==> config.mk <==
export PLATFORM = sky130hd
export DESIGN_NAME = response_string_matcher_unit
export DESIGN_NICKNAME = d
export VERILOG_FILES = /design/src/sv/rsm_pkg.sv /design/src/sv/rsm_cfg.sv /design/src/sv/rsm_engine.sv /design/src/sv/response_string_matcher_unit.sv
export SDC_FILE = /design/constraint.sdc
export NUM_CORES = 1
export LEC_CHECK = 0
export BUFFER_PORTS_ARGS = -buffer_cell sky130_fd_sc_hd__clkbuf_2
export CORE_MARGIN = 10
export CORE_UTILIZATION = 60
export CTS_BUF_LIST = sky130_fd_sc_hd__clkbuf_16
export DETAILED_ROUTE_END_ITERATION = 7
export PLACE_DENSITY = 0.77
export SLEW_MARGIN = 5
export SYNTH_ARGS = -nofsm -noshare
export SYNTH_HDL_FRONTEND = slang
export SYNTH_SLANG_ARGS = --single-unit
==> constraint.sdc <==
create_clock -name clk -period 6.4 [get_ports clk]
set_clock_uncertainty 0.1 [all_clocks]
set_input_delay 0.32 -clock clk [delete_from_list [all_inputs] [get_ports clk]]
set_output_delay 0.32 -clock clk [all_outputs]
set_load 0.1 [all_outputs]
==> src/sv/rsm_pkg.sv <==
// Shared types, codes and constants of the response string matcher.
`default_nettype none

package rsm_pkg;

    // Default sizes handed to the top level's parameters.
    localparam int MAX_PATTERN_DEFAULT = 16;
    localparam int BUFFER_SIZE_DEFAULT = 300;

    // Widths fixed by the programming interface.
    localparam int PAT_REG_W   = 64;
    localparam int PAT_CHARS   = 16;
    localparam int PAT_W       = 2 * PAT_REG_W;
    localparam int PLEN_W      = 5;
    localparam int TIMEOUT_W   = 16;
    localparam int CFG_IDX_W   = 3;
    localparam int CFG_DATA_W  = 64;
    localparam int CHAR_W      = 7;
    localparam int BYTE_W      = 8;

    localparam logic [TIMEOUT_W-1:0] TIMEOUT_RESET = 16'd30;

    // Text that ends the wait when the fail watch is on.
    localparam int FAIL_LEN = 11;
    localparam logic [BYTE_W-1:0] FAIL_TEXT [0:FAIL_LEN-1] = '{
        "F", "A", "I", "L", "E", "D", " ", "C", "A", "L", "L"
    };

    typedef enum logic [1:0] {
        CMD_START = 2'd0,
        CMD_BYTE  = 2'd1,
        CMD_TICK  = 2'd2,
        CMD_ERROR = 2'd3
    } cmd_t;

    typedef enum logic [2:0] {
        ST_IDLE    = 3'd0,
        ST_WAIT    = 3'd1,
        ST_MATCH   = 3'd2,
        ST_FAILED  = 3'd3,
        ST_TIMEOUT = 3'd4,
        ST_RDERR   = 3'd5,
        ST_FULL    = 3'd6
    } status_t;

    typedef enum logic [CFG_IDX_W-1:0] {
        REG_PATTERN_LOW     = 3'd0,
        REG_PATTERN_HIGH    = 3'd1,
        REG_PATTERN_LENGTH  = 3'd2,
        REG_FAIL_WATCH      = 3'd3,
        REG_TIMEOUT_SECONDS = 3'd4
    } reg_idx_t;

    // Register contents as seen by the matching engine.
    typedef struct packed {
        logic [PAT_W-1:0]     pattern;
        logic [PLEN_W-1:0]    pattern_length;
        logic                 fail_watch;
        logic [TIMEOUT_W-1:0] timeout_seconds;
    } cfg_t;

endpackage

`default_nettype wire

==> src/sv/rsm_cfg.sv <==
// Configuration register file of the response string matcher.
`default_nettype none

module rsm_cfg (
    input  wire logic                             clk,
    input  wire logic                             rst_n,
    input  wire logic                             cfg_valid,
    input  wire logic [rsm_pkg::CFG_IDX_W-1:0]    cfg_index,
    input  wire logic [rsm_pkg::CFG_DATA_W-1:0]   cfg_data,
    output logic                                  cfg_ready,
    output rsm_pkg::cfg_t                         cfg
);

    logic [rsm_pkg::PAT_REG_W-1:0] pattern_low_reg;
    logic [rsm_pkg::PAT_REG_W-1:0] pattern_high_reg;
    logic [rsm_pkg::PLEN_W-1:0]    pattern_length_reg;
    logic                          fail_watch_reg;
    logic [rsm_pkg::TIMEOUT_W-1:0] timeout_seconds_reg;

    // Writes are always taken; the register file never stalls them.
    assign cfg_ready = 1'b1;

    always_ff @(posedge clk or negedge rst_n)
    begin
        if (!rst_n)
        begin
            pattern_low_reg     <= '0;
            pattern_high_reg    <= '0;
            pattern_length_reg  <= '0;
            fail_watch_reg      <= 1'b0;
            timeout_seconds_reg <= rsm_pkg::TIMEOUT_RESET;
        end
        else if (cfg_valid)
        begin
            case (cfg_index)
                rsm_pkg::REG_PATTERN_LOW:
                    pattern_low_reg <= cfg_data;
                rsm_pkg::REG_PATTERN_HIGH:
                    pattern_high_reg <= cfg_data;
                rsm_pkg::REG_PATTERN_LENGTH:
                    pattern_length_reg <= cfg_data[rsm_pkg::PLEN_W-1:0];
                rsm_pkg::REG_FAIL_WATCH:
                    fail_watch_reg <= cfg_data[0];
                rsm_pkg::REG_TIMEOUT_SECONDS:
                    timeout_seconds_reg <= cfg_data[rsm_pkg::TIMEOUT_W-1:0];
                default:
                begin
                end
            endcase
        end
    end

    always_comb
    begin
        cfg.pattern         = {pattern_high_reg, pattern_low_reg};
        cfg.pattern_length  = pattern_length_reg;
        cfg.fail_watch      = fail_watch_reg;
        cfg.timeout_seconds = timeout_seconds_reg;
    end

endmodule

`default_nettype wire

==> src/sv/rsm_engine.sv <==
// Matching engine: character window, counters and the combinational outcome logic.
`default_nettype none

module rsm_engine #(
    parameter int MAX_PATTERN = rsm_pkg::MAX_PATTERN_DEFAULT,
    parameter int BUFFER_SIZE = rsm_pkg::BUFFER_SIZE_DEFAULT
) (
    input  wire logic                        clk,
    input  wire logic                        rst_n,
    input  wire logic                        en,
    input  wire logic [1:0]                  command,
    input  wire logic [rsm_pkg::BYTE_W-1:0]  data_byte,
    input  rsm_pkg::cfg_t                    cfg,
    output rsm_pkg::status_t                 status
);

    localparam int LEN_W = $clog2(MAX_PATTERN + 1);
    localparam int IDX_W = $clog2(MAX_PATTERN);
    localparam int CNT_W = $clog2(BUFFER_SIZE);
    localparam int CMP_W = (CNT_W > LEN_W) ? CNT_W : LEN_W;
    localparam int EXT_W = rsm_pkg::PLEN_W + 1;

    logic [rsm_pkg::CHAR_W-1:0]    window_reg  [MAX_PATTERN];
    logic [rsm_pkg::CHAR_W-1:0]    window_next [MAX_PATTERN];
    logic [rsm_pkg::CHAR_W-1:0]    window_shift [MAX_PATTERN];
    logic [CNT_W-1:0]              count_reg;
    logic [CNT_W-1:0]              count_next;
    logic [CNT_W-1:0]              count_inc;
    logic [rsm_pkg::TIMEOUT_W-1:0] seconds_reg;
    logic [rsm_pkg::TIMEOUT_W-1:0] seconds_next;
    logic [rsm_pkg::TIMEOUT_W-1:0] seconds_dec;
    logic                          armed_reg;
    logic                          armed_next;

    logic [rsm_pkg::BYTE_W-1:0]    pat_chars [MAX_PATTERN];
    logic [rsm_pkg::CHAR_W-1:0]    ch;
    logic [LEN_W-1:0]              eff_len;
    logic                          pat_hit;
    logic                          fail_hit;
    logic                          full_hit;

    rsm_pkg::cmd_t                 cmd;

    assign cmd = rsm_pkg::cmd_t'(command);
    assign ch  = data_byte[rsm_pkg::CHAR_W-1:0];

    // Pattern characters past the register pair read as zero and never match.
    for (genvar gi = 0; gi < MAX_PATTERN; gi++)
    begin : g_pat
        if (gi < rsm_pkg::PAT_CHARS)
        begin : g_used
            assign pat_chars[gi] = cfg.pattern[rsm_pkg::BYTE_W*gi +: rsm_pkg::BYTE_W];
        end
        else
        begin : g_zero
            assign pat_chars[gi] = '0;
        end
    end

    // The window after appending the new character; entry 0 is the newest.
    always_comb
    begin
        window_shift[0] = ch;
        for (int k = 1; k < MAX_PATTERN; k++)
        begin
            window_shift[k] = window_reg[k-1];
        end
    end

    assign count_inc   = count_reg + 1'b1;
    assign seconds_dec = seconds_reg - 1'b1;

    always_comb
    begin
        if ({1'b0, cfg.pattern_length} > EXT_W'(MAX_PATTERN))
        begin
            eff_len = LEN_W'(MAX_PATTERN);
        end
        else
        begin
            eff_len = LEN_W'(cfg.pattern_length);
        end
    end

    // Pattern compare: pattern character i against the character len-1-i places back.
    always_comb
    begin
        logic [LEN_W-1:0] idx;
        idx     = '0;
        pat_hit = (CMP_W'(count_inc) >= CMP_W'(eff_len));
        for (int i = 0; i < MAX_PATTERN; i++)
        begin
            if (LEN_W'(i) < eff_len)
            begin
                idx = eff_len - LEN_W'(i) - 1'b1;
                if (pat_chars[i] != {1'b0, window_shift[idx[IDX_W-1:0]]})
                begin
                    pat_hit = 1'b0;
                end
            end
        end
    end

    always_comb
    begin
        fail_hit = (CMP_W'(count_inc) >= CMP_W'(rsm_pkg::FAIL_LEN));
        for (int i = 0; i < rsm_pkg::FAIL_LEN; i++)
        begin
            if (rsm_pkg::FAIL_TEXT[i] != {1'b0, window_shift[rsm_pkg::FAIL_LEN-1-i]})
            begin
                fail_hit = 1'b0;
            end
        end
    end

    assign full_hit = (count_inc >= CNT_W'(BUFFER_SIZE - 1));

    always_comb
    begin
        window_next  = window_reg;
        count_next   = count_reg;
        seconds_next = seconds_reg;
        armed_next   = armed_reg;
        status       = rsm_pkg::ST_IDLE;

        if (cmd == rsm_pkg::CMD_START)
        begin
            for (int k = 0; k < MAX_PATTERN; k++)
            begin
                window_next[k] = '0;
            end
            count_next   = '0;
            seconds_next = cfg.timeout_seconds;
            if (eff_len == '0)
            begin
                armed_next = 1'b0;
                status     = rsm_pkg::ST_MATCH;
            end
            else
            begin
                armed_next = 1'b1;
                status     = rsm_pkg::ST_WAIT;
            end
        end
        else if (armed_reg)
        begin
            case (cmd)
                rsm_pkg::CMD_BYTE:
                begin
                    status = rsm_pkg::ST_WAIT;
                    if (ch != '0)
                    begin
                        window_next = window_shift;
                        count_next  = count_inc;
                        if (pat_hit)
                        begin
                            status     = rsm_pkg::ST_MATCH;
                            armed_next = 1'b0;
                        end
                        else if (full_hit)
                        begin
                            status     = rsm_pkg::ST_FULL;
                            armed_next = 1'b0;
                        end
                        else if (cfg.fail_watch && fail_hit)
                        begin
                            status     = rsm_pkg::ST_FAILED;
                            armed_next = 1'b0;
                        end
                    end
                end
                rsm_pkg::CMD_TICK:
                begin
                    status = rsm_pkg::ST_WAIT;
                    if (seconds_reg != '0)
                    begin
                        seconds_next = seconds_dec;
                        if (seconds_dec == '0)
                        begin
                            armed_next = 1'b0;
                            status     = rsm_pkg::ST_TIMEOUT;
                        end
                    end
                end
                default:
                begin
                    armed_next = 1'b0;
                    status     = rsm_pkg::ST_RDERR;
                end
            endcase
        end
    end

    always_ff @(posedge clk or negedge rst_n)
    begin
        if (!rst_n)
        begin
            for (int k = 0; k < MAX_PATTERN; k++)
            begin
                window_reg[k] <= '0;
            end
            count_reg   <= '0;
            seconds_reg <= '0;
            armed_reg   <= 1'b0;
        end
        else if (en)
        begin
            window_reg  <= window_next;
            count_reg   <= count_next;
            seconds_reg <= seconds_next;
            armed_reg   <= armed_next;
        end
    end

endmodule

`default_nettype wire

==> src/sv/response_string_matcher_unit.sv <==
// Top level of the response string matcher: handshakes, input register and result register.
`default_nettype none

// The matcher watches a stream of received bytes for a configured response pattern
// of up to MAX_PATTERN characters. A start command clears the stored text, loads the
// timeout and arms the matcher (an empty pattern answers matched at once). Each byte
// is stripped to 7 bits, zero bytes are ignored, and after every appended character
// the pattern is compared against the end of the text, then the buffer-full limit of
// BUFFER_SIZE-1 characters, then (with the fail watch on) the text FAILED CALL.
// Tick commands count the timeout down; a read error command ends the wait. Every
// command transaction yields exactly one status transaction. The unit accepts one
// transaction per clock cycle while the output is not stalled. A command is held in
// the input register until the result register can take its status, and the status
// then stays in the result register until it is taken. The rate is set by the
// parallel compare of the recent-character window, which updates the matcher state
// once per command. Configuration writes complete in the cycle they are presented and
// must be made while no command is in flight.
module response_string_matcher_unit #(
    parameter int MAX_PATTERN = rsm_pkg::MAX_PATTERN_DEFAULT,
    parameter int BUFFER_SIZE = rsm_pkg::BUFFER_SIZE_DEFAULT
) (
    input  wire logic                            clk,
    input  wire logic                            rst_n,

    input  wire logic                            in_valid,
    output logic                                 in_stall,
    input  wire logic [1:0]                      command,
    input  wire logic [rsm_pkg::BYTE_W-1:0]      data_byte,

    output logic                                 out_valid,
    input  wire logic                            out_stall,
    output logic [2:0]                           status,

    input  wire logic                            cfg_valid,
    output logic                                 cfg_ready,
    input  wire logic [rsm_pkg::CFG_IDX_W-1:0]   cfg_index,
    input  wire logic [rsm_pkg::CFG_DATA_W-1:0]  cfg_data
);

    rsm_pkg::cfg_t                 cfg;
    rsm_pkg::status_t              engine_status;

    // Input register stage.
    logic                          s1_valid_reg;
    logic                          s1_valid_next;
    logic [1:0]                    s1_cmd_reg;
    logic [rsm_pkg::BYTE_W-1:0]    s1_byte_reg;

    // Result register stage.
    logic                          out_valid_reg;
    logic                          out_valid_next;
    logic [2:0]                    status_reg;

    logic                          advance;
    logic                          in_take;
    logic                          engine_en;

    // The result stage can take a new status when it is empty or being drained.
    assign advance   = !out_valid_reg || !out_stall;
    assign in_stall  = s1_valid_reg && !advance;
    assign in_take   = in_valid && !in_stall;
    assign engine_en = s1_valid_reg && advance;

    assign s1_valid_next  = in_take ? 1'b1 : (advance ? 1'b0 : s1_valid_reg);
    assign out_valid_next = advance ? s1_valid_reg : out_valid_reg;

    rsm_cfg u_cfg (
        .clk       (clk),
        .rst_n     (rst_n),
        .cfg_valid (cfg_valid),
        .cfg_index (cfg_index),
        .cfg_data  (cfg_data),
        .cfg_ready (cfg_ready),
        .cfg       (cfg)
    );

    // The engine commits its state exactly when the held command moves to the result stage.
    rsm_engine #(
        .MAX_PATTERN (MAX_PATTERN),
        .BUFFER_SIZE (BUFFER_SIZE)
    ) u_engine (
        .clk       (clk),
        .rst_n     (rst_n),
        .en        (engine_en),
        .command   (s1_cmd_reg),
        .data_byte (s1_byte_reg),
        .cfg       (cfg),
        .status    (engine_status)
    );

    always_ff @(posedge clk or negedge rst_n)
    begin
        if (!rst_n)
        begin
            s1_valid_reg  <= 1'b0;
            out_valid_reg <= 1'b0;
        end
        else
        begin
            s1_valid_reg  <= s1_valid_next;
            out_valid_reg <= out_valid_next;
        end
    end

    always_ff @(posedge clk)
    begin
        if (in_take)
        begin
            s1_cmd_reg  <= command;
            s1_byte_reg <= data_byte;
        end
        if (engine_en)
        begin
            status_reg <= engine_status;
        end
    end

    assign out_valid = out_valid_reg;
    assign status    = status_reg;

endmodule

`default_nettype wire

### Word-level counts from Yosys, hierarchy flattened

Cells that the tools add are included.

| storage, ports and cells | value |
|---|---|
| register bits | 295 |
| logic and storage cells | 299 |
| output and inout port bits | 6 |

| cells by class | value |
|---|---|
| bitwise logic cells | 16 |
| add/sub/neg operators | 32 |
| magnitude comparators | 36 |
| reductions and logical operators | 28 |
| eq/ne operators | 33 |
| muxes and demuxes | 126 |

Operators with widths:

| kind | count |
|---|---|
| $bmux W7 S4 | 16 |
| $mux W112 | 4 |
| $mux W7 | 32 |
| $ne A8 B7 Y1 | 16 |
| $ge A5 B5 Y1 const B | 16 |
| $not A4 Y5 | 16 |
| $ne A7 B7 Y1 const A | 10 |
| $mux W16 | 4 |
| $sub A4 B1 Y4 const B | 16 |
| $mux W1 | 54 |
| $lt A4 B5 Y1 const A | 8 |
| $mux W9 | 4 |
| $sub A4 B4 Y4 const B | 8 |
| $mux W3 | 7 |
| $lt A3 B5 Y1 const A | 4 |
| $logic_not A16 Y1 | 1 |
| $reduce_bool A16 Y1 | 1 |
| $sub A16 B1 Y16 const B | 1 |
| $sub A4 B3 Y4 const B | 4 |
| $reduce_bool A2 Y1 | 6 |
| $lt A1 B5 Y1 const A | 2 |
| $lt A2 B5 Y1 const A | 2 |
| $reduce_and A2 Y1 | 5 |
| $add A9 B1 Y9 const B | 1 |
| other kinds (23) | 33 |

### Longest topological paths before layout

| logic depth | value |
|---|---|
| depth in word-level cells | 45 |
| depth in mapped cells | 24 |
| depth with buffers taken out | 15 |

### Cells and area by module

Synthesis repeated with hierarchy kept, for this count alone.

| second synthesis, totals | value |
|---|---|
| cells, all modules | 2,686 |
| area total of the unflattened synthesis | 25,147.9 um2 |

Modules (own cells, without submodules):

| module | instances | seq. area each (um2) | area an instance (um2) | cells an instance |
|---|---|---|---|---|
| rsm_engine | 1 | 3,278.1 | 18,351.4 | 2,341 |
| rsm_cfg | 1 | 3,758.6 | 6,313.6 | 324 |
| response_string_matcher_unit | 1 | 440.4 | 483.0 | 21 |

### Worst setup path after synthesis

OpenSTA, ideal clock, no wires.

| timing path | value |
|---|---|
| path type | reg-to-reg |
| start | register u_cfg.pattern_length_reg[0] (netlist name) |
| end | register status_reg[0] (netlist: status[0]) (data pin) |
| setup slack | 0.940 ns |
| clock period less this slack | 5.460 ns |
| data arrival time | 5.105 ns |
| cell stages (with the launch flop) | 23 |
| path buffers | 8 |
| required time | 6.045 ns |
| setup time | 0.255 ns |
| path through | dfrtp_1 -> nor2b_2 -> buf_6 -> inv_4 -> buf_6 -> buf_2 -> buf_2 -> buf_2 -> buf_1 -> ha_1 -> clkbuf_1 -> clkbuf_1 -> mux2i_1 -> and2_1 -> nor3_1 -> or4_1 -> a22oi_1 -> nand4_1 -> nor4_1 -> o311ai_1 -> a2111oi_4 -> a21oi_1 -> a31o_1 |

| between the ends | value |
|---|---|
| word-level cells in the longest chain between the ends | 45 |
| elaborated cells on any way between the ends | 168 |
| classes of those cells | 30 x add/sub; 18 x order compare; 16 x eq/ne; 87 x mux; 16 x bitwise; 1 x reduce/logical |

RTL lines:

| item | line | text |
|---|---|---|
| start: declaration | rsm_cfg.sv:16 | `logic [rsm_pkg::PLEN_W-1:0] pattern_length_reg;` |
| start signal: assignment | rsm_cfg.sv:41 | `pattern_length_reg <= cfg_data[rsm_pkg::PLEN_W-1:0];` |
| $gt A5 B5 Y1 | rsm_engine.sv:75 | `if ({1'b0, cfg.pattern_length} > EXT_W'(MAX_PATTERN))` |
| $mux W5 * | rsm_engine.sv:75 |  |
| parallel branches: the longest is 42 deep, another holds $sub A4 B1 Y4 | -- |  |
| $mux W3 * | rsm_engine.sv:126 | `if (cmd == rsm_pkg::CMD_START)` |
| via engine_status[0] | response_string_matcher_unit.sv:41 | `rsm_pkg::status_t engine_status;` |
| end signal: assignment | response_string_matcher_unit.sv:114 | `status_reg <= engine_status;` |
| end: declaration | response_string_matcher_unit.sv:52 | `logic [2:0] status_reg;` |

Mark *: on every way through the listed nets, which the timed path passes. The select of a mux whose other input is x is not followed.
A chain may end at the register's enable or synchronous reset.

### Worst setup path in the final report

| timing path | value |
|---|---|
| start | register u_cfg.pattern_length_reg[4] (netlist name) |
| end | register status_reg[0] (netlist: status[0]) (data pin) |

The elaborated chain is that of the path after synthesis.

==> impl_metrics.ini <==
[logic_synthesis]
synthCells = 2722
synthTopCellsByCount = nand2_1 (372), mux2i_1 (283), dfrtp_1 (279), o21ai_0 (205), mux2_2 (186)
synth_top_family_by_area = multiplexers
synth_fa_ha_area_frac = 0.0102
synth-edff-count = 12
yosys-top-cells-area = dfrtp_1 (28%), mux2i_1 (12%), mux2_2 (8.5%)
synth.area.mux_share = 0.261
synth_nets = 2824
ys_seq_area_frac = 0.303
synth_top_area_cell = dfrtp_1
synth_top_flop_cell = dfrtp_1
synth_xor_area_frac = 0.0475
yosysWarningCount = 0
async_flop_share = 0.959
synth_seq_cells = 295
synth.most_common_cell = nand2_1
synth_cell_types = 101
synth-compound-area-share = 0.168
netlist_area_um2 = 24600
syn_avg_cell_area_um2 = 9.04
yosysTopAreaCellShare = 0.284
yosys.area_share.simple = 0.157

[power]
leakagePower_nw = 11.3
ir_drop_uv = 269
p_per_area_nw_per_um2 = 355

[global_route]
antenna_found_initial = 3
grt_max_degree = 172
grt_pass1_wl_mm = 152
grt_pass1_vias = 23000
grt.total_usage = 0.405
grt.overflow.total = 0

[critical_path]
crit_fanout = 31
worstSetupEndpointType = flip-flop
regToRegSetupSlack_ps = 30
crit_required_ps = 6640
crit_type = reg -> reg
cp.arrival_ps = 6610
startpoint_type = flip-flop
r2r_cells = 16

[timing]
period_share = 0.995
worst_slew_pin_slew_ps = 1100
fmax_mhz = 157
setup_viol = 0
hold_violations = 0
fin_tns_setup_ps = 0
fin_crit_ps = 6370
relSlewSlack = 0.255
rsz0062_at_grt = no
final_max_slew_viol_count = 0

[run]
maxCapViolations = 0

[clocking]
cts_buffer_depth = 3
tritoncts = done
cts_setup_buffers = 0
clk_pin_slew_ps = 70
cts_buffers = 35
worstSkewPairLatency_ps = 590
clock-sinks = 295
h-tree-depth = 2
cts_root_buffer = clkbuf_16

[drt]
met1_length_mm = 38.2
drc_errors = 0
vias = 24100
ant_nets = 0
wl_met2_mm = 43.7
first_pass_iters = 6
met3_wirelength_mm = 14.3
wl_per_cell_um = 31.1
drtIter0Drc = 3984
finalWirelength_mm = 104
top_layer_used = met5
via_per_inst = 7.25

[finish]
final_layout_size_suffix_gt1_frac = 0.191
stdcell_area_um2 = 27300
largest_reg_flops = 105
areaGrowthSynthToFinish_pct = 11.0
final_net_count = 2871
diodes = 0
seqCellArea_um2 = 7450
nFillCells = 3079
multiInputGateArea_um2 = 15900
utilization = 0.672

[die]
core-area_um2 = 40600
die_h_um = 223
initial_core_util = 0.605
ios = 88
rows = 74
die_w_um = 223
design.die.area_um2 = 49500

[min_path]
hold_path_depth = 3
min_path_type = in -> reg

[placement]
numPortBuffers = 85
hpwlAfterDp_mm = 73.2
place_area_um2 = 25400
place_congestion = 1.11

[outcome]
status = finished, final reports clean
## through the flow
step | total power, W | cells | hold slack [ps] | setup WS (ps)
CTS | 0.00947 | 3326 | 7.46 | 365
finish | 0.00970 | 3326 | 16.1 | 33.0
detailed placement | 0.00739 | 3189 | 351 | 384
floorplan | 0.00593 | 2722 | -75.6 | 940
global placement | 0.00728 | 3189 | 327 | 557
global route | 0.0100 | 3326 | 25.3 | 26.9
## metal layers
metal,global-route usage,up-vias
met4,0.233,8
li1,-,10200
met1,0.511,11600
met2,0.588,1850
met5,0.00604,-
met3,0.144,431
## report_power, final
group          internal (W)  total [W]  switching, W
registers           0.00222    0.00281      0.000586
clock network       0.00117    0.00204      0.000868
logic               0.00192    0.00484       0.00293
total               0.00532    0.00970       0.00438
## placed cells by master (no fill, tap or decap), types with 20 or more instances in the layout
master           n
nand2_1        372
mux2i_1        281
dfrtp_1        277
o21ai_0        204
mux2_2         186
nor2_1         142
buf_4           90
a21oi_1         85
clkbuf_2        84
dlygate4sd3_1   75
xnor2_1         67
mux4_2          64
nand3_1         58
xor2_1          54
o22ai_1         50
a211oi_1        50
inv_1           44
nor3_1          43
nor4_1          40
a22oi_1         37
clkbuf_16       35
and3_1          23
or3_1           22
a31oi_1         20
## kinds of logic (layout without fill, tap and decap cells)
logic type      count (synthesis)  count (layout)
mux                           537             537
xor+xnor                      127             127
compound gates                628             628
other cells                     1               1
flops                         295             295
simple gates                  820             820
fa+ha+maj                      20              20
buf+inv                       294             366
## layout make-up
class,count,area share
Clock buffer,35,0.0321
Sequential cell,295,0.273
Timing Repair Buffer,256,0.0725
Multi-Input combinational cell,2133,0.582
Inverter,48,0.00669
Clock inverter,27,0.00975
Tap cell,532,0.0244
## worst max-delay path, cell delays in order (launching register included)
cell,delay [ps]
dfrtp_2,530
nand2b_2,320
buf_4,200
ha_2,210
buf_4,500
mux2i_2,580
nor2_1,110
mux2i_1,510
mux2i_1,180
or3_1,340
a22oi_1,240
nand4_1,340
nor4_1,750
nand3_1,250
a2111oi_4,540
a21oi_1,130
a31o_1,240
## worst paths after layout
check,endpoint,startpoint
setup reg to reg,status[0]$_DFFE_PP_,u_cfg.pattern_length_reg[4]$_DFFE_PN0P_
max in group asynchronous,u_cfg.pattern_length_reg[0]$_DFFE_PN0P_,rst_n
setup / recovery,status[0]$_DFFE_PP_,u_cfg.pattern_length_reg[4]$_DFFE_PN0P_
hold / removal,u_cfg.fail_watch_reg$_DFFE_PN0P_,cfg_index[1]
min in group asynchronous,u_cfg.pattern_low_reg[55]$_DFFE_PN0P_,rst_n
hold reg to reg,u_cfg.timeout_seconds_reg[6]$_DFFE_PN0P_,u_cfg.timeout_seconds_reg[6]$_DFFE_PN0P_
## what timing repair did
action | CTS | global route
setup endpoints to repair | 0 | 3
endpoints found under the hold margin | 259 | 0
resized for setup | 0 | 1
hold buffers | 75 | 0
No activity file was read; power rests on OpenSTA's default activity.
